### src/sv/nbl_pkg.sv
// Shared types, widths and codes for the leapfrog N-body stepper.
package nbl_pkg;

    localparam int MAX_PARTICLES_DEF = 1024;

    localparam int OPCODE_W = 2;
    localparam int INDEX_W  = 10;
    localparam int POS_W    = 48;
    localparam int MASS_W   = 47;
    localparam int STEPS_W  = 21;
    localparam int DT_W     = 47;
    localparam int PCNT_W   = 11;
    localparam int CFG_W    = 64;
    localparam int ADDR_W   = 4;

    localparam int Q_W      = 98;
    localparam int R_W      = 49;
    localparam int D_W      = 74;
    localparam int WIDE_W   = 128;
    localparam int MUL_A_W  = 80;
    localparam int MUL_B_W  = 49;
    localparam int QUO_W    = 48;

    localparam logic [OPCODE_W-1:0] OPC_LOAD = 2'd0;
    localparam logic [OPCODE_W-1:0] OPC_RUN  = 2'd1;
    localparam logic [OPCODE_W-1:0] OPC_READ = 2'd2;

    localparam logic RK_READ = 1'b0;
    localparam logic RK_STEP = 1'b1;

    localparam logic [DT_W-1:0]   DT_RESET = 47'd8388608;
    localparam logic [PCNT_W-1:0] PCNT_RESET = '0;

    typedef struct packed {
        logic [OPCODE_W-1:0]     opcode;
        logic [INDEX_W-1:0]      index;
        logic signed [POS_W-1:0] pos_x;
        logic signed [POS_W-1:0] pos_y;
        logic signed [POS_W-1:0] vel_x;
        logic signed [POS_W-1:0] vel_y;
        logic [MASS_W-1:0]       mass;
        logic [STEPS_W-1:0]      step_count;
    } cmd_t;

    typedef struct packed {
        logic                    result_kind;
        logic [INDEX_W-1:0]      out_index;
        logic signed [POS_W-1:0] out_pos_x;
        logic signed [POS_W-1:0] out_pos_y;
        logic signed [POS_W-1:0] out_vel_x;
        logic signed [POS_W-1:0] out_vel_y;
        logic [MASS_W-1:0]       out_mass;
    } rsp_t;

    typedef enum logic [4:0] {
        OP_NONE,
        OP_LOAD,
        OP_READ_SLOT,
        OP_CAPTURE,
        OP_STEP_RSP,
        OP_READ,
        OP_LATCH_I,
        OP_DIFF,
        OP_MUL_SQ,
        OP_TAKE_Q,
        OP_SQRT,
        OP_TAKE_R,
        OP_MUL_DEN,
        OP_TAKE_DEN,
        OP_MUL_NY,
        OP_TAKE_NY,
        OP_DIV,
        OP_TAKE_DIV,
        OP_MUL_KICK,
        OP_TAKE_KICK,
        OP_MUL_DRIFT,
        OP_TAKE_DRIFT,
        OP_WRITE_VEL,
        OP_COPY
    } dp_op_t;

    typedef struct packed {
        logic mul_busy;
        logic sqrt_busy;
        logic div_busy;
        logic q_zero;
    } dp_status_t;

endpackage

### src/sv/nbl_ctrl.sv
// Controller: command decode and sequencing of the leapfrog passes.
module nbl_ctrl
    import nbl_pkg::*;
#(
    parameter int MAX_PARTICLES = MAX_PARTICLES_DEF
) (
    input  logic                             clk,
    input  logic                             rst_n,
    input  logic                             start,
    input  cmd_t                             cmd,
    input  logic [PCNT_W-1:0]                particle_count,
    input  dp_status_t                       status,
    output logic                             busy,
    output logic                             done,
    output dp_op_t                           op,
    output logic [$clog2(MAX_PARTICLES)-1:0] addr
);

    localparam int IDX_W = $clog2(MAX_PARTICLES);
    localparam int CNT_W = $clog2(MAX_PARTICLES + 1);

    typedef enum logic [4:0] {
        S_IDLE, S_READ, S_FIN, S_SCHK, S_ICHK, S_RDI, S_LATI, S_JCHK, S_RDJ, S_DIFF,
        S_SQ, S_SQ_W, S_QCHK, S_RT_W, S_M2, S_M2_W, S_M3, S_M3_W, S_DV, S_DV_W,
        S_KICK, S_KICK_W, S_DRIFT, S_DRIFT_W, S_WVEL, S_CCHK, S_CRD, S_CWR
    } state_t;

    state_t             state_reg, state_next;
    logic [CNT_W-1:0]   i_reg, i_next, j_reg, j_next, n_reg, n_next;
    logic [STEPS_W-1:0] steps_reg, steps_next;
    logic               pass_reg, pass_next;
    logic               done_reg, done_next;
    logic [CNT_W-1:0]   n_clip;

    assign n_clip = (32'(particle_count) > 32'(MAX_PARTICLES)) ? CNT_W'(MAX_PARTICLES)
                                                             : CNT_W'(particle_count);

    always_comb
    begin
        state_next = state_reg;
        i_next     = i_reg;
        j_next     = j_reg;
        n_next     = n_reg;
        steps_next = steps_reg;
        pass_next  = pass_reg;
        done_next  = 1'b0;
        op         = OP_NONE;
        case (state_reg)
            S_IDLE:
            begin
                if (start)
                begin
                    case (cmd.opcode)
                        OPC_LOAD: op = OP_LOAD;
                        OPC_READ:
                        begin
                            op         = OP_READ_SLOT;
                            state_next = S_READ;
                        end
                        OPC_RUN:
                        begin
                            n_next     = n_clip;
                            steps_next = cmd.step_count;
                            state_next = S_SCHK;
                        end
                        default: op = OP_NONE;
                    endcase
                end
            end
            S_READ:
            begin
                op         = OP_CAPTURE;
                done_next  = 1'b1;
                state_next = S_IDLE;
            end
            S_FIN:
            begin
                op         = OP_STEP_RSP;
                done_next  = 1'b1;
                state_next = S_IDLE;
            end
            S_SCHK:
            begin
                i_next     = '0;
                pass_next  = 1'b0;
                state_next = (steps_reg == '0) ? S_FIN : S_ICHK;
            end
            S_ICHK:
            begin
                if (i_reg == n_reg)
                begin
                    i_next = '0;
                    if (!pass_reg)
                    begin
                        state_next = S_CCHK;
                    end
                    else
                    begin
                        steps_next = steps_reg - 1'b1;
                        state_next = S_SCHK;
                    end
                end
                else
                begin
                    j_next     = '0;
                    state_next = S_RDI;
                end
            end
            S_RDI:
            begin
                op         = OP_READ;
                state_next = S_LATI;
            end
            S_LATI:
            begin
                op         = OP_LATCH_I;
                state_next = S_JCHK;
            end
            S_JCHK:
            begin
                if (j_reg == n_reg)
                begin
                    state_next = S_KICK;
                end
                else if (j_reg == i_reg)
                begin
                    j_next = j_reg + 1'b1;
                end
                else
                begin
                    state_next = S_RDJ;
                end
            end
            S_RDJ:
            begin
                op         = OP_READ;
                state_next = S_DIFF;
            end
            S_DIFF:
            begin
                op         = OP_DIFF;
                state_next = S_SQ;
            end
            S_SQ:
            begin
                op         = OP_MUL_SQ;
                state_next = S_SQ_W;
            end
            S_SQ_W:
            begin
                if (!status.mul_busy)
                begin
                    op         = OP_TAKE_Q;
                    state_next = S_QCHK;
                end
            end
            S_QCHK:
            begin
                if (status.q_zero)
                begin
                    j_next     = j_reg + 1'b1;
                    state_next = S_JCHK;
                end
                else
                begin
                    op         = OP_SQRT;
                    state_next = S_RT_W;
                end
            end
            S_RT_W:
            begin
                if (!status.sqrt_busy)
                begin
                    op         = OP_TAKE_R;
                    state_next = S_M2;
                end
            end
            S_M2:
            begin
                op         = OP_MUL_DEN;
                state_next = S_M2_W;
            end
            S_M2_W:
            begin
                if (!status.mul_busy)
                begin
                    op         = OP_TAKE_DEN;
                    state_next = S_M3;
                end
            end
            S_M3:
            begin
                op         = OP_MUL_NY;
                state_next = S_M3_W;
            end
            S_M3_W:
            begin
                if (!status.mul_busy)
                begin
                    op         = OP_TAKE_NY;
                    state_next = S_DV;
                end
            end
            S_DV:
            begin
                op         = OP_DIV;
                state_next = S_DV_W;
            end
            S_DV_W:
            begin
                if (!status.div_busy)
                begin
                    op         = OP_TAKE_DIV;
                    j_next     = j_reg + 1'b1;
                    state_next = S_JCHK;
                end
            end
            S_KICK:
            begin
                op         = OP_MUL_KICK;
                state_next = S_KICK_W;
            end
            S_KICK_W:
            begin
                if (!status.mul_busy)
                begin
                    op         = OP_TAKE_KICK;
                    state_next = pass_reg ? S_WVEL : S_DRIFT;
                end
            end
            S_DRIFT:
            begin
                op         = OP_MUL_DRIFT;
                state_next = S_DRIFT_W;
            end
            S_DRIFT_W:
            begin
                if (!status.mul_busy)
                begin
                    op         = OP_TAKE_DRIFT;
                    i_next     = i_reg + 1'b1;
                    state_next = S_ICHK;
                end
            end
            S_WVEL:
            begin
                op         = OP_WRITE_VEL;
                i_next     = i_reg + 1'b1;
                state_next = S_ICHK;
            end
            S_CCHK:
            begin
                if (i_reg == n_reg)
                begin
                    i_next     = '0;
                    pass_next  = 1'b1;
                    state_next = S_ICHK;
                end
                else
                begin
                    state_next = S_CRD;
                end
            end
            S_CRD:
            begin
                op         = OP_READ;
                state_next = S_CWR;
            end
            S_CWR:
            begin
                op         = OP_COPY;
                i_next     = i_reg + 1'b1;
                state_next = S_CCHK;
            end
            default:
            begin
                state_next = S_IDLE;
            end
        endcase
    end

    always_ff @(posedge clk or negedge rst_n)
    begin
        if (!rst_n)
        begin
            state_reg <= S_IDLE;
            i_reg     <= '0;
            j_reg     <= '0;
            n_reg     <= '0;
            steps_reg <= '0;
            pass_reg  <= 1'b0;
            done_reg  <= 1'b0;
        end
        else
        begin
            state_reg <= state_next;
            i_reg     <= i_next;
            j_reg     <= j_next;
            n_reg     <= n_next;
            steps_reg <= steps_next;
            pass_reg  <= pass_next;
            done_reg  <= done_next;
        end
    end

    assign busy = (state_reg != S_IDLE);
    assign done = done_reg;
    assign addr = (state_reg == S_RDJ) ? j_reg[IDX_W-1:0] : i_reg[IDX_W-1:0];

endmodule

### config.mk
export PLATFORM = sky130hd
export DESIGN_NAME = nbl_ctrl
export DESIGN_NICKNAME = d
export VERILOG_FILES = /design/src/sv/nbl_pkg.sv /design/src/sv/nbl_ctrl.sv
export SDC_FILE = /design/constraint.sdc
export NUM_CORES = 1
export LEC_CHECK = 0
export BUFFER_PORTS_ARGS = -buffer_cell sky130_fd_sc_hd__buf_2
export CAP_MARGIN = 20
export CORE_AREA = 2 2 119 121
export DETAILED_ROUTE_END_ITERATION = 6
export DIE_AREA = 0 0 121 123
export PLACE_DENSITY = 0.73
export SLEW_MARGIN = 20
export SYNTH_ARGS = -nofsm -noshare
export SYNTH_HDL_FRONTEND = slang
export SYNTH_SLANG_ARGS = --single-unit
### constraint.sdc
create_clock -name clk -period 4.39 [get_ports clk]
set_input_delay 0.2195 -clock clk [delete_from_list [all_inputs] [get_ports clk]]
set_output_delay 0.2195 -clock clk [all_outputs]
set_load 0.05 [all_outputs]
==> flow_summary.html <==
<table>
<tr><th>Metric</th><th>Value</th></tr>
<tr><th colspan="2">Logic synthesis</th></tr>
<tr><td>FF+latch count, synth</td><td>61</td></tr>
<tr><td>Number of enable-type register cells in the synthesized netlist</td><td>0</td></tr>
<tr><td>Async S/R FF share, synth</td><td>100%</td></tr>
<tr><td>Instance count of the mapped netlist</td><td>582</td></tr>
<tr><td>Distinct cell type count after synthesis</td><td>69</td></tr>
<tr><td>Average size of a mapped cell</td><td>8.16 um^2</td></tr>
<tr><td>Dominant synthesized flop cell</td><td>dfrtp_1</td></tr>
<tr><td>Post-synthesis instance area</td><td>0.00475 mm^2</td></tr>
<tr><td>Nets in the synthesized netlist</td><td>approximately 880</td></tr>
<tr><td>Warnings, synthesis</td><td>0</td></tr>
<tr><td>Sequential cell area fraction in the yosys report</td><td>32.1%</td></tr>
<tr><th colspan="2">Routing</th></tr>
<tr><td>Length of routed wiring on met1</td><td>a little under 6 mm</td></tr>
<tr><td>Count of nets left with antenna violations after detail routing</td><td>0</td></tr>
<tr><td>Uppermost layer routed</td><td>met4</td></tr>
<tr><td>Met3 wire length</td><td>around 770 um</td></tr>
<tr><td>Routed vias</td><td>4592</td></tr>
<tr><td>Final routed wire length divided by cell count</td><td>16.2 um</td></tr>
<tr><td>Met2 layer wire length in the routed design</td><td>5.99 mm</td></tr>
<tr><td>Final wirelength</td><td>between 10 and 15 mm</td></tr>
<tr><td>Detailed-route DRC error count</td><td>0</td></tr>
<tr><td>Iteration count of the initial detailed-routing pass</td><td>4</td></tr>
<tr><td>Drt via density</td><td>5.79</td></tr>
<tr><td>First DRT Iteration DRCs</td><td>402</td></tr>
<tr><th colspan="2">GRT</th></tr>
<tr><td>Pin count of the biggest net entering global routing</td><td>62</td></tr>
<tr><td>First-pass GRT wire length</td><td>about 21 mm</td></tr>
<tr><td>Overall overflow remaining after global route</td><td>0</td></tr>
<tr><td>Overall track demand over capacity in global routing</td><td>17.7%</td></tr>
<tr><td>Number of global-route vias before repair</td><td>about 4100</td></tr>
<tr><td>Number of antenna violations at the first check in global routing</td><td>0</td></tr>
<tr><th colspan="2">Critical path</th></tr>
<tr><td>Data required time of the worst path</td><td>4.63 ns</td></tr>
<tr><td>Worst-path cell chain</td><td>buf_4 -&gt; nand2b_4 -&gt; or3_1 -&gt; a31o_1 -&gt; or2_1 -&gt; or4_1 -&gt; a21oi_1</td></tr>
<tr><td>CP startpoint kind</td><td>flip-flop</td></tr>
<tr><td>End of the worst register-to-register path</td><td>j_reg[3]</td></tr>
<tr><td>Endpoint type of the worst setup path</td><td>flip-flop</td></tr>
<tr><td>RR Startpoint</td><td>state_reg[4]</td></tr>
<tr><td>Reg2reg path depth</td><td>7</td></tr>
<tr><td>Max stage delay cell, worst path</td><td>dfrtp_1</td></tr>
<tr><td>Critical path data arrival time</td><td>3.31 ns</td></tr>
<tr><td>Delay contributed by the slowest stage of the critical path</td><td>0.68 ns</td></tr>
<tr><td>Slack of the worst reg-to-reg path</td><td>1.33 ns</td></tr>
<tr><td>Critical path peak fanout</td><td>27</td></tr>
<tr><td>Critical Setup Path Class</td><td>reg2reg</td></tr>
<tr><th colspan="2">STA</th></tr>
<tr><td>Total negative slack for setup checks</td><td>0 ns</td></tr>
<tr><td>Worst clock skew on the final layout</td><td>between 0.007 and 0.008 ns</td></tr>
<tr><td>Actual transition at the worst max-transition pin</td><td>roughly 0.9 ns</td></tr>
<tr><td>RSZ-0062 raised after global routing</td><td>no</td></tr>
<tr><td>Final hold slack</td><td>0.0352 ns</td></tr>
<tr><td>Maximum clock frequency</td><td>327 MHz</td></tr>
<tr><td>Min Tclk post-route</td><td>roughly 3 ns</td></tr>
<tr><td>Hold Vio Cnt, Final</td><td>0</td></tr>
<tr><td>Number of max-slew violations in the final report</td><td>0</td></tr>
<tr><td>Fraction of the cycle the final worst path needs</td><td>69.8%</td></tr>
<tr><td>Slew Limit Headroom</td><td>40.1%</td></tr>
<tr><td>Setup violation total in the final timing report</td><td>0</td></tr>
<tr><th colspan="2">Clock network</th></tr>
<tr><td>Max H-tree Level</td><td>3</td></tr>
<tr><td>Count of cells resized by post-cts repair</td><td>0</td></tr>
<tr><td>Clk sink count</td><td>61</td></tr>
<tr><td>Post-CTS setup buffers</td><td>0</td></tr>
<tr><td>Maximum buffer depth of the clock tree</td><td>2</td></tr>
<tr><td>Hold_buf cts</td><td>0</td></tr>
<tr><td>Total clock buffers created by CTS</td><td>9</td></tr>
<tr><td>Worst-skew pair later-pin latency</td><td>~0.33 ns</td></tr>
<tr><td>Clk root buf</td><td>clkbuf_16</td></tr>
<tr><td>CTS tree</td><td>built</td></tr>
<tr><td>Clock-pin slew reported for the worst setup and hold paths after clock tree synthesis</td><td>0.05 ns</td></tr>
<tr><th colspan="2">Cells and area</th></tr>
<tr><td>Nets</td><td>905</td></tr>
<tr><td>Share of layout cells above drive strength 1</td><td>between 10% and 20%</td></tr>
<tr><td>Area added between synthesis and finish</td><td>13.3%</td></tr>
<tr><td>Highest-count cells in the layout ignoring fill and taps</td><td>dfrtp_1 (61), buf_2 (57), o21ai_0 (52)</td></tr>
<tr><td>Antenna diode instance count</td><td>0</td></tr>
<tr><td>Max reg flops</td><td>21</td></tr>
<tr><td>Commonest non-fill, non-tap cell in the layout</td><td>dfrtp_1</td></tr>
<tr><th colspan="2">Flow run</th></tr>
<tr><td>Max cap viols</td><td>0</td></tr>
<tr><th colspan="2">Floorplanning</th></tr>
<tr><td>Row Count</td><td>43</td></tr>
<tr><td>Effective utilization at floorplan</td><td>34.9%</td></tr>
<tr><td>Number of I/O pins</td><td>between 300 and 400</td></tr>
<tr><td>Core ar.</td><td>0.0136 mm^2</td></tr>
<tr><td>Die area</td><td>0.0149 mm^2</td></tr>
<tr><td>Width of the die</td><td>121 um</td></tr>
<tr><td>Vert. Die Dim</td><td>123 um</td></tr>
<tr><th colspan="2">Place</th></tr>
<tr><td>Global placer's final weighted congestion</td><td>0.916</td></tr>
<tr><td>Count of buffers from port buffering</td><td>57</td></tr>
<tr><td>DP HPWL</td><td>9.22 mm</td></tr>
<tr><th colspan="2">Power</th></tr>
<tr><td>Areal power density over the cells</td><td>636 mW/mm^2</td></tr>
<tr><td>Cell leakage power</td><td>2.33 nW</td></tr>
<tr><td>Peak VDD IR</td><td>0.441 mV</td></tr>
<tr><th colspan="2">Hold path</th></tr>
<tr><td>Type of the tightest min-delay check</td><td>in2async</td></tr>
<tr><th colspan="2">Outcome</th></tr>
<tr><td>Status</td><td>finished, final reports clean</td></tr>
</table>
-- through the flow --
stage / total power [W] / area, um^2 / setup slack (ns) / instances / util [%]
after floorplan: 0.00235 / 4750 / 1.58 / 582 / -
after global placement: 0.00272 / 5100 / 1.37 / 778 / 37.5
after detailed placement: 0.00274 / 5100 / 1.38 / 778 / 37.5
after CTS: 0.00341 / 5380 / 1.37 / 793 / 39.5
after global routing: 0.00367 / 5380 / 1.07 / 793 / 39.5
final: 0.00342 / 5380 / 1.33 / 793 / 39.5
-- report_power, final --
group / switching [W] / total, W / internal (W)
logic: 0.00101 / 0.00165 / 0.000635
clock network: 0.000236 / 0.000659 / 0.000424
registers: 0.000368 / 0.00112 / 0.000748
total: 0.00162 / 0.00342 / 0.00181
-- synthesized netlist by cell type, drive strengths merged (3+ instances only) --
cell | count | area, um^2
a211o | 4 | 35.0
a21oi | 46 | 230
a22o | 8 | 70.1
a22oi | 7 | 52.6
a2bb2oi | 3 | 26.3
a31oi | 8 | 50.1
and2 | 5 | 31.3
and3 | 8 | 50.1
and4 | 3 | 26.3
buf | 18 | 98.8
clkbuf | 30 | 113
dfrtp | 61 | 1530
ha | 6 | 75.1
inv | 12 | 45.0
mux2 | 12 | 135
nand2 | 43 | 169
nand2b | 20 | 133
nand3 | 19 | 95.1
nand4 | 7 | 43.8
nor2 | 37 | 141
nor2b | 9 | 56.3
nor3 | 17 | 85.1
nor4 | 15 | 100
o211ai | 3 | 22.5
o21ai | 52 | 260
o22ai | 8 | 50.1
o2bb2ai | 5 | 43.8
o31ai | 12 | 90.1
o32ai | 4 | 35.0
o41ai | 4 | 35.0
or2 | 7 | 43.8
or3 | 8 | 55.1
or4 | 10 | 82.6
or4b | 5 | 50.1
xnor2 | 11 | 96.3
xor2 | 23 | 201
-- worst max-delay path by stage --
| stage | start | to | cells after the start | slack [ns] |
|---|---|---|---|---|
| 2_1_floorplan | state_reg[4] | op[4] | 6 | 1.58 |
| 3_3_place_gp | state_reg[3] | i_reg[9] | 6 | 1.37 |
| 3_5_place_dp | state_reg[4] | j_reg[8] | 7 | 1.38 |
| 4_1_cts | state_reg[4] | j_reg[8] | 7 | 1.37 |
| 5_1_grt | state_reg[3] | i_reg[7] | 6 | 1.07 |
| 6_report | state_reg[4] | j_reg[3] | 7 | 1.33 |
-- routing by layer --
metal | up-vias | track usage, %
li1 | 2220 | -
met1 | 2208 | 24.1
met2 | 146 | 28.2
met3 | 18 | 3.87
met4 | 0 | 4.87
met5 | - | 0
-- cell families after synthesis --
kind of cell,count (synthesis),synth area share [%]
compound gates,187,25.5
buf+inv,60,5.40
simple gates,221,26.1
mux,13,3.06
fa+ha+maj,6,1.58
flops,61,32.1
xor+xnor,34,6.27
-- critical path, delay by kind of cell (launching register included) --
kind	cells	cell delay, ns
AO/OA/AOI/OAI	2	0.44
buffers and inverters	1	0.34
flip-flops	1	0.68
AND/OR/NAND/NOR	4	1.53
-- final cells by class --
| cell class | instances | area (um^2) |
|---|---|---|
| fillers | 1376 | 8230 |
| well taps | 180 | 225 |
| repair buffers | 64 | 338 |
| multi-input cells | 461 | 2970 |
| clock buffers | 14 | 274 |
| inverters | 12 | 45.0 |
| flip-flops and latches | 61 | 1530 |
| clock inverters | 1 | 5.00 |
Note: power is estimated with default switching activity, not from simulation.
